### src/rtl/rle_mirrored_sprite_blit_defines.svh
// Assertion helpers shared by the sprite blitter RTL.
// All of them sample on clk_i and are off while rst_ni is low.
`ifndef RLE_MIRRORED_SPRITE_BLIT_DEFINES_SVH
`define RLE_MIRRORED_SPRITE_BLIT_DEFINES_SVH

// Consequent holds in the same cycle as the antecedent (sequence allowed).
`define RMSB_ASSERT_SAME(lbl, ante, cons, msg) \
  lbl: assert property (@(posedge clk_i) disable iff (!rst_ni) (ante) |-> cons) \
    else $error(msg);

// Consequent holds in the cycle after the antecedent.
`define RMSB_ASSERT_NEXT(lbl, ante, cons, msg) \
  lbl: assert property (@(posedge clk_i) disable iff (!rst_ni) (ante) |=> (cons)) \
    else $error(msg);

`endif

### src/rtl/rmsb_pkg.sv
`timescale 1ns / 1ps

package rmsb_pkg;

  localparam int TableEntries = 256;
  localparam int TableIdxW    = 8;
  localparam int CfgIdxW      = 3;
  localparam int CfgDataW     = 13;

  localparam logic [2:0] HeaderBytes = 3'd4;
  localparam logic [7:0] RunKey      = 8'hF8;

  typedef enum logic [CfgIdxW-1:0] {
    RegPitch,
    RegDestX,
    RegDestY,
    RegClipLeft,
    RegClipTop,
    RegClipRight,
    RegClipBottom
  } cfg_reg_e;

  typedef struct packed {
    logic                 action;
    logic [TableIdxW-1:0] table_index;
    logic [7:0]           data_byte;
    logic                 stream_start;
  } in_req_t;

  typedef struct packed {
    logic [23:0] dest_offset;
    logic [7:0]  pixel_value;
  } out_rsp_t;

endpackage

### src/rtl/rmsb_ram.sv
`timescale 1ns / 1ps

module rmsb_ram #(
  parameter int Width = 8,
  parameter int Depth = 256
) (
  input  logic                     clk_i,
  input  logic                     we_i,
  input  logic [$clog2(Depth)-1:0] waddr_i,
  input  logic [Width-1:0]         wdata_i,
  input  logic                     re_i,
  input  logic [$clog2(Depth)-1:0] raddr_i,
  output logic [Width-1:0]         rdata_o
);

  logic [Width-1:0] mem_q [Depth];
  logic [Width-1:0] rdata_q;

  always_ff @(posedge clk_i) begin
    if (we_i) begin
      mem_q[waddr_i] <= wdata_i;
    end
    if (re_i) begin
      rdata_q <= mem_q[raddr_i];
    end
  end

  assign rdata_o = rdata_q;

endmodule

### src/rtl/rle_mirrored_sprite_blit.sv
`timescale 1ns / 1ps
// Mirrored run-length sprite blitter with color table remap.
// Request channel (in_valid_i / in_stall_o / in_req_i): action 0 writes one
// color table entry, action 1 feeds one compressed stream byte; stream_start
// marks the first of the four header bytes (width lo, width hi, two ignored).
// Result channel (out_valid_o / out_stall_i / out_rsp_o): one framebuffer
// write per opaque pixel that lands inside the clip window, at the mirrored
// column. Config port: cfg_we_i writes register cfg_idx_i; write only while
// the block is idle.
// Throughput: one request per cycle while the output side is not backed up. A
// transparent run that wraps over more than one row runs through the 8-step
// radix-2 divider and holds the request channel until the divider is done.
// Pipeline: two register stages (color table read and row/column sums, then
// the row * pitch multiply); out_valid_o rises once the result has passed
// both stages into the output register.
// When the receiver stalls, the output register holds its result and one
// more result waits in the multiply stage; requests keep flowing until that
// stage is full too. Reset clears stream state, the pipeline and restores
// register defaults (pitch 640, rest 0); the color table holds garbage until
// written, and no clearing pass is done.

`include "rle_mirrored_sprite_blit_defines.svh"

module rle_mirrored_sprite_blit (
  input  logic                          clk_i,
  input  logic                          rst_ni,
  input  logic                          cfg_we_i,
  input  logic [rmsb_pkg::CfgIdxW-1:0]  cfg_idx_i,
  input  logic [rmsb_pkg::CfgDataW-1:0] cfg_wdata_i,
  input  logic                          in_valid_i,
  output logic                          in_stall_o,
  input  rmsb_pkg::in_req_t             in_req_i,
  output logic                          out_valid_o,
  input  logic                          out_stall_i,
  output rmsb_pkg::out_rsp_t            out_rsp_o
);

  import rmsb_pkg::*;

  function automatic logic [15:0] sat_add(input logic [15:0] a, input logic [7:0] b);
    logic [16:0] s;
    s = {1'b0, a} + {9'd0, b};
    return s[16] ? 16'hFFFF : s[15:0];
  endfunction

  // Configuration registers
  logic [12:0] pitch_q;
  logic [11:0] dest_x_q, dest_y_q, clip_l_q, clip_t_q, clip_r_q, clip_b_q;

  // Stream decode state
  logic [2:0]  hdr_cnt_q, hdr_cnt_d;
  logic [15:0] width_q, width_d;
  logic [15:0] col_q, col_d;
  logic [15:0] row_q, row_d;
  logic        await_q, await_d;
  logic        done_q, done_d;

  // Radix-2 divider for long runs
  logic        div_busy_q, div_busy_d;
  logic [16:0] div_rem_q, div_rem_d;
  logic [22:0] div_dvs_q, div_dvs_d;
  logic [7:0]  div_quo_q, div_quo_d;
  logic [2:0]  div_cnt_q, div_cnt_d;

  // Multiply stage and output register
  logic        s1_valid_q, s1_valid_d;
  logic [16:0] s1_ysum_q, s1_xsum_q;
  logic        out_valid_q, out_valid_d;
  out_rsp_t    out_q;

  // Handshake
  logic in_acc, out_en, s1_adv, s1_free;

  assign out_en     = !out_valid_q || !out_stall_i;
  assign s1_adv     = s1_valid_q && out_en;
  assign s1_free    = !s1_valid_q || out_en;
  assign in_stall_o = div_busy_q || !s1_free;
  assign in_acc     = in_valid_i && !in_stall_o;

  // Decode working signals
  logic        is_byte;
  logic [2:0]  eff_hdr;
  logic [15:0] eff_width, eff_col, eff_row;
  logic        eff_await, eff_done;
  logic        adv_en;
  logic [7:0]  adv_n;
  logic [16:0] adv_sum, adv_diff;
  logic [15:0] mir_col, adv_row;
  logic        in_win, emit;
  logic [23:0] div_trial_a, div_trial_b, div_trial;
  logic        div_ge;
  logic [16:0] div_rem_nx;
  logic [7:0]  div_quo_nx;
  logic [15:0] div_row;

  assign is_byte   = in_acc && in_req_i.action;
  // A start clears the position before the byte is taken as header byte 0
  assign eff_hdr   = in_req_i.stream_start ? 3'd0  : hdr_cnt_q;
  assign eff_width = in_req_i.stream_start ? 16'd0 : width_q;
  assign eff_col   = in_req_i.stream_start ? 16'd0 : col_q;
  assign eff_row   = in_req_i.stream_start ? 16'd0 : row_q;
  assign eff_await = in_req_i.stream_start ? 1'b0  : await_q;
  assign eff_done  = in_req_i.stream_start ? 1'b0  : done_q;

  assign mir_col = eff_width - 16'd1 - eff_col;
  assign in_win  = (eff_row >= {4'd0, clip_t_q}) && (eff_row <= {4'd0, clip_b_q}) &&
                   (mir_col >= {4'd0, clip_l_q}) && (mir_col <= {4'd0, clip_r_q});

  assign adv_sum  = {1'b0, eff_col} + {9'd0, adv_n};
  assign adv_diff = adv_sum - {1'b0, eff_width};
  assign adv_row  = sat_add(eff_row, 8'd1);

  assign div_trial_a = {7'd0, div_rem_q};
  assign div_trial_b = {1'b0, div_dvs_q};
  assign div_ge      = div_trial_a >= div_trial_b;
  assign div_trial   = div_trial_a - div_trial_b;
  assign div_rem_nx  = div_ge ? div_trial[16:0] : div_rem_q;
  assign div_quo_nx  = {div_quo_q[6:0], div_ge};
  assign div_row     = sat_add(row_q, div_quo_nx);

  always_comb begin
    hdr_cnt_d  = hdr_cnt_q;
    width_d    = width_q;
    col_d      = col_q;
    row_d      = row_q;
    await_d    = await_q;
    done_d     = done_q;
    div_busy_d = div_busy_q;
    div_rem_d  = div_rem_q;
    div_dvs_d  = div_dvs_q;
    div_quo_d  = div_quo_q;
    div_cnt_d  = div_cnt_q;
    adv_en     = 1'b0;
    adv_n      = 8'd0;
    emit       = 1'b0;

    if (is_byte) begin
      hdr_cnt_d = eff_hdr;
      width_d   = eff_width;
      col_d     = eff_col;
      row_d     = eff_row;
      await_d   = eff_await;
      done_d    = eff_done;
      if (eff_hdr < HeaderBytes) begin
        if (eff_hdr == 3'd0) begin
          width_d = {8'd0, in_req_i.data_byte};
        end else if (eff_hdr == 3'd1) begin
          width_d = {in_req_i.data_byte, eff_width[7:0]};
        end
        hdr_cnt_d = eff_hdr + 3'd1;
        if (eff_hdr == HeaderBytes - 3'd1) begin
          done_d = eff_done || (eff_row > {4'd0, clip_b_q});
        end
      end else if (eff_done) begin
        // drop bytes past the window
      end else if (eff_await) begin
        await_d = 1'b0;
        adv_en  = 1'b1;
        adv_n   = in_req_i.data_byte;
      end else if (in_req_i.data_byte == RunKey) begin
        await_d = 1'b1;
      end else if (in_req_i.data_byte > RunKey) begin
        adv_en = 1'b1;
        adv_n  = 8'(9'd256 - {1'b0, in_req_i.data_byte});
      end else if (eff_width != 16'd0) begin
        emit   = in_win;
        adv_en = 1'b1;
        adv_n  = 8'd1;
      end

      if (adv_en && eff_width != 16'd0) begin
        if (adv_sum < {1'b0, eff_width}) begin
          col_d  = adv_sum[15:0];
          done_d = eff_row > {4'd0, clip_b_q};
        end else if (adv_diff < {1'b0, eff_width}) begin
          col_d  = adv_diff[15:0];
          row_d  = adv_row;
          done_d = adv_row > {4'd0, clip_b_q};
        end else begin
          // Several rows: hand off to the divider and hold requests
          div_busy_d = 1'b1;
          div_rem_d  = adv_sum;
          div_dvs_d  = {eff_width, 7'd0};
          div_quo_d  = 8'd0;
          div_cnt_d  = 3'd7;
        end
      end
    end

    if (div_busy_q) begin
      div_rem_d = div_rem_nx;
      div_quo_d = div_quo_nx;
      div_dvs_d = div_dvs_q >> 1;
      div_cnt_d = div_cnt_q - 3'd1;
      if (div_cnt_q == 3'd0) begin
        div_busy_d = 1'b0;
        col_d      = div_rem_nx[15:0];
        row_d      = div_row;
        done_d     = done_q || (div_row > {4'd0, clip_b_q});
      end
    end
  end

  // Color table: written by table requests, read for each emitted pixel.
  // A write and a read never come from the same request, and a write lands
  // at the edge before any later read, so no forwarding is needed.
  logic [7:0] tbl_rdata;

  rmsb_ram #(
    .Width (8),
    .Depth (TableEntries)
  ) u_color_table (
    .clk_i   (clk_i),
    .we_i    (in_acc && !in_req_i.action),
    .waddr_i (in_req_i.table_index),
    .wdata_i (in_req_i.data_byte),
    .re_i    (emit),
    .raddr_i (in_req_i.data_byte),
    .rdata_o (tbl_rdata)
  );

  // Row term times pitch, then add the column term
  logic [29:0] row_prod;
  logic [23:0] offset;

  assign row_prod = {13'd0, s1_ysum_q} * {17'd0, pitch_q};
  assign offset   = row_prod[23:0] + {7'd0, s1_xsum_q};

  always_comb begin
    s1_valid_d = s1_valid_q;
    if (emit) begin
      s1_valid_d = 1'b1;
    end else if (s1_adv) begin
      s1_valid_d = 1'b0;
    end
    out_valid_d = out_valid_q;
    if (s1_adv) begin
      out_valid_d = 1'b1;
    end else if (out_valid_q && !out_stall_i) begin
      out_valid_d = 1'b0;
    end
  end

  always_ff @(posedge clk_i or negedge rst_ni) begin
    if (!rst_ni) begin
      pitch_q     <= 13'd640;
      dest_x_q    <= '0;
      dest_y_q    <= '0;
      clip_l_q    <= '0;
      clip_t_q    <= '0;
      clip_r_q    <= '0;
      clip_b_q    <= '0;
      hdr_cnt_q   <= '0;
      width_q     <= '0;
      col_q       <= '0;
      row_q       <= '0;
      await_q     <= 1'b0;
      done_q      <= 1'b0;
      div_busy_q  <= 1'b0;
      div_cnt_q   <= '0;
      s1_valid_q  <= 1'b0;
      out_valid_q <= 1'b0;
    end else begin
      if (cfg_we_i) begin
        unique case (cfg_reg_e'(cfg_idx_i))
          RegPitch:      pitch_q  <= cfg_wdata_i;
          RegDestX:      dest_x_q <= cfg_wdata_i[11:0];
          RegDestY:      dest_y_q <= cfg_wdata_i[11:0];
          RegClipLeft:   clip_l_q <= cfg_wdata_i[11:0];
          RegClipTop:    clip_t_q <= cfg_wdata_i[11:0];
          RegClipRight:  clip_r_q <= cfg_wdata_i[11:0];
          RegClipBottom: clip_b_q <= cfg_wdata_i[11:0];
          default: ;
        endcase
      end
      hdr_cnt_q   <= hdr_cnt_d;
      width_q     <= width_d;
      col_q       <= col_d;
      row_q       <= row_d;
      await_q     <= await_d;
      done_q      <= done_d;
      div_busy_q  <= div_busy_d;
      div_cnt_q   <= div_cnt_d;
      s1_valid_q  <= s1_valid_d;
      out_valid_q <= out_valid_d;
    end
  end

  always_ff @(posedge clk_i) begin
    div_rem_q <= div_rem_d;
    div_dvs_q <= div_dvs_d;
    div_quo_q <= div_quo_d;
    if (emit) begin
      s1_ysum_q <= {5'd0, dest_y_q} + {1'b0, eff_row};
      s1_xsum_q <= {5'd0, dest_x_q} + {1'b0, mir_col};
    end
    if (s1_adv) begin
      out_q.dest_offset <= offset;
      out_q.pixel_value <= tbl_rdata;
    end
  end

  assign out_valid_o = out_valid_q;
  assign out_rsp_o   = out_q;

  `RMSB_ASSERT_SAME(a_div_len, $rose(div_busy_q), ##8 !div_busy_q, "divider did not finish in 8 cycles")
  `RMSB_ASSERT_SAME(a_div_ctx, div_busy_q, (hdr_cnt_q == HeaderBytes) && !done_q, "divider busy outside pixel data")
  `RMSB_ASSERT_SAME(a_col_rng, (hdr_cnt_q == HeaderBytes) && (width_q != 16'd0) && !div_busy_q, col_q < width_q, "column outside bitmap width")
  `RMSB_ASSERT_NEXT(a_s1_hold, s1_valid_q && !out_en, s1_valid_q, "pending result lost in multiply stage")

endmodule
### config.mk
export PLATFORM = sky130hd
export DESIGN_NAME = rle_mirrored_sprite_blit
export DESIGN_NICKNAME = d
export VERILOG_FILES = /design/src/rtl/rmsb_pkg.sv /design/src/rtl/rmsb_ram.sv /design/src/rtl/rle_mirrored_sprite_blit.sv
export VERILOG_INCLUDE_DIRS = /design/src /design/src/rtl
export SDC_FILE = /design/constraint.sdc
export NUM_CORES = 2
export LEC_CHECK = 0
export BUFFER_PORTS_ARGS = -buffer_cell sky130_fd_sc_hd__buf_4
export CAP_MARGIN = 15
export CORE_MARGIN = 2
export CORE_UTILIZATION = 30
export CTS_CLUSTER_DIAMETER = 150
export CTS_CLUSTER_SIZE = 30
export DETAILED_ROUTE_END_ITERATION = 10
export GPL_TIMING_DRIVEN = 0
export PLACE_DENSITY = 0.49
export SLEW_MARGIN = 20
export SYNTH_ARGS = -nofsm -noshare
export SYNTH_HDL_FRONTEND = slang
export SYNTH_HIERARCHICAL = 1
export SYNTH_SLANG_ARGS = --single-unit
### constraint.sdc
create_clock -name clk_i -period 7.4 [get_ports clk_i]
set_clock_uncertainty 0.15 [all_clocks]
set_input_delay 0.37 -clock clk_i [delete_from_list [all_inputs] [get_ports clk_i]]
set_output_delay 0.37 -clock clk_i [all_outputs]
set_load 0.05 [all_outputs]
==> metrics <==
CP Max Fanout=10; Yosys top cell by area=edfxtp_1; CP startpoint=div_busy_q$_DFF_PN0_; H-tree levels=3; Clk Latency, worst-skew pair=840 ps; Die W=593 µm; Synth Register Bits=2313; Post-Syn Area per Cell=16.5 µm²; final worst path period share=96.5%; CP arrival=7700 ps; IO Count=73; share of cells above drive strength 1=15.7%; ANT nets after route=0; Crit-path slowest cell=dfrtp_2; Pwr Density=300 nW/µm²; Final setup viols=0; worst hold path startpoint=in_req_i[13]; Commonest cells post-synth=edfxtp_1 (2168), mux4_2 (454), nor2_1 (395); Placed Area=112000 µm²; status=completed; number of flops mapped to enable cells by yosys=2168; vias in the first global route=59.3k; CP max stage delay=510 ps; Min Clock Period, post-route=7140 ps; top cell type's share of synthesized area=62.6%; 1st-iter DRT viols=7120; antenna violations before repair=18; R2R Path End=col_q[3]$_DFF_PN0_; Die ar.=352000 µm²; clock slew at reported path FFs=130 ps; Worst Path Required=7960 ps; ranking of synthesized cells by area=edfxtp_1 (63%), mux4_2 (9.8%), dfrtp_1 (3.4%); Post-Syn Area=104000 µm²; core area=346000 µm²; top-count cell post-synth=edfxtp_1; reg2reg path depth=30; gpl congestion=0.921; Worst-Margin Slew=1370 ps; row cnt=216; Pwr Total=34600 µW; headroom to the max-slew limit=8.05%; sequential element share of the synthesized area=66.0%; Worst Setup End Kind=register; post-DP HPWL=242000 µm; GRT Total Usage=18.9%; total grt overflow=0; Fin. Hold Viols=0; Post-Syn Instances=6325; Max Slew Vio Count=0; root buffer cell=clkbuf_16; crit path kind=reg -> reg; Vias=60.3k; R2R Setup Slk=260 ps; first-pass GRT wire length=468000 µm; # clock sinks=2313; Critical path destination=col_q[3]$_DFF_PN0_; DRC viols=0; Max-Cap Viols=0; Util after Layout=33.3%; ys flop type=edfxtp_1; 1st-pass router iterations=6; FMAX=140 MHz; TritonCTS clock tree=done; Initial Util=30.1%; post-route cell area=115000 µm²; Longest Clk Path Bufs=4; Num CTS Buffers=94; critical path startpoint category=register; peak supply drop=0.000626 V; Die H=593 µm; Filler cells=33.1k; async set or reset register ratio after synthesis=6.23%; DRT Wirelength=340000 µm; worst slack at placement=-2770 ps; DR WL/cell=30.4 µm; Static Leakage=0.0382 µW; Setup WS post-layout=257 ps; reg-to-reg startpoint=div_busy_q$_DFF_PN0_; hold crit path type=in -> reg; Distinct cells, synth=101; number of port buffers=68; Via density=5.39; syn_nets=6784; Synth Warn #=6; largest net degree at the start of global routing=122; Total Nets Final=7039; synthesis-to-layout area growth=10.6%
==> power by group <==
part           leakage [µW]  internal [µW]  switching [µW]  total (µW)
clock network       0.00126           2410            4090        6500
logic                0.0157           5170            7540       12700
registers            0.0213          15100             249       15400
==> critical path, delay by kind of cell, from the launching register on <==
kind | cells | cell delay [ps]
compound gates | 12 | 2710
fa+ha+maj | 3 | 1060
buf+inv | 6 | 960
simple gates | 6 | 960
xor+xnor | 2 | 560
flops | 1 | 510
mux | 1 | 110
==> layer usage <==
metal	share of wire (%)	up-vias	track usage [%]	wire, µm
li1	-	24980	-	-
met1	43	32466	26.4	146000
met2	46	2397	30.2	157000
met3	7.5	398	3.14	25300
met4	3.3	10	5.52	11200
met5	0.020	-	0	69
==> layout make-up <==
cell class              instances  area, µm²  area share, %
flip-flops and latches       2313      68700           59.7
multi-input cells            3370      32700           28.4
well taps                    4578       5730           4.98
clock buffers                 105       2440           2.12
repair buffers                166       2280           1.98
plain buffers                 322       1890           1.65
inverters                     313       1170           1.02
clock inverters                10        165          0.143
diodes                          7       17.5         0.0152
==> layout by cell type, fill, tap and decap left out, drive strengths merged, types with 84 or more instances in the layout <==
cell | netlist | layout
edfxtp | 2168 | 2168
mux4 | 456 | 456
nor2 | 395 | 395
inv | 312 | 317
nand2 | 304 | 306
clkbuf | 186 | 288
buf | 145 | 268
ha | 248 | 248
a21oi | 236 | 236
fa | 172 | 172
mux2i | 148 | 148
a22oi | 142 | 142
dfrtp | 142 | 142
o21ai | 127 | 127
and2 | 116 | 116
nand3 | 84 | 84
==> worst min-delay path by stage <==
stage | depth (start not counted) | endpoint
finish | 3 | u_color_table/mem_q[114][2]$_DFFE_PP_
detailed placement | 1 | dest_x_q[3]$_DFFE_PN0P_
global placement | 0 | out_rsp_o[3]$_DFFE_PP_
floorplan | 0 | await_q$_DFFE_PN0N_
CTS | 3 | u_color_table/mem_q[114][2]$_DFFE_PP_
global route | 2 | u_color_table/mem_q[133][2]$_DFFE_PP_
==> timing repair <==
action | CTS | global route
endpoints found under the setup margin | 87 | 106
setup buffers | 4 | 4
gates resized for setup | 27 | 47
gates cloned | 2 | 4
endpoints found under the hold margin | 892 | 1
pin swaps | 3 | 6
hold buffers | 36 | 2
==> registers in the layout, summed over array words and instances (netlist names), 13 cells and up <==
signal               count
pitch_q                 13
width_q                 16
u_color_table/mem_q   2048
out_rsp_o               32
s1_xsum_q               17
div_rem_q               17
row_q                   16
col_q                   16
div_dvs_q               23
s1_ysum_q               17
==> cells by family after synthesis <==
logic type	Yosys count	share of synthesized area (%)
flops	2313	66.0
buf+inv	644	2.90
mux	681	12.1
xor+xnor	121	1.02
simple gates	1234	5.66
compound gates	912	5.95
fa+ha+maj	420	6.29
==> per-stage QoR <==
| step | hold WS, ps | instances | setup TNS [ps] |
|---|---|---|---|
| 2_1_floorplan | -75.6 | 6325 | 0 |
| 3_3_place_gp | 264 | 10971 | -451690 |
| 3_5_place_dp | 194 | 11019 | -194880 |
| 4_1_cts | 32.5 | 11175 | 0 |
| 5_1_grt | 101 | 11178 | -6.80 |
| 6_report | 123 | 11184 | 0 |
No activity file was read; power rests on OpenSTA's default activity.
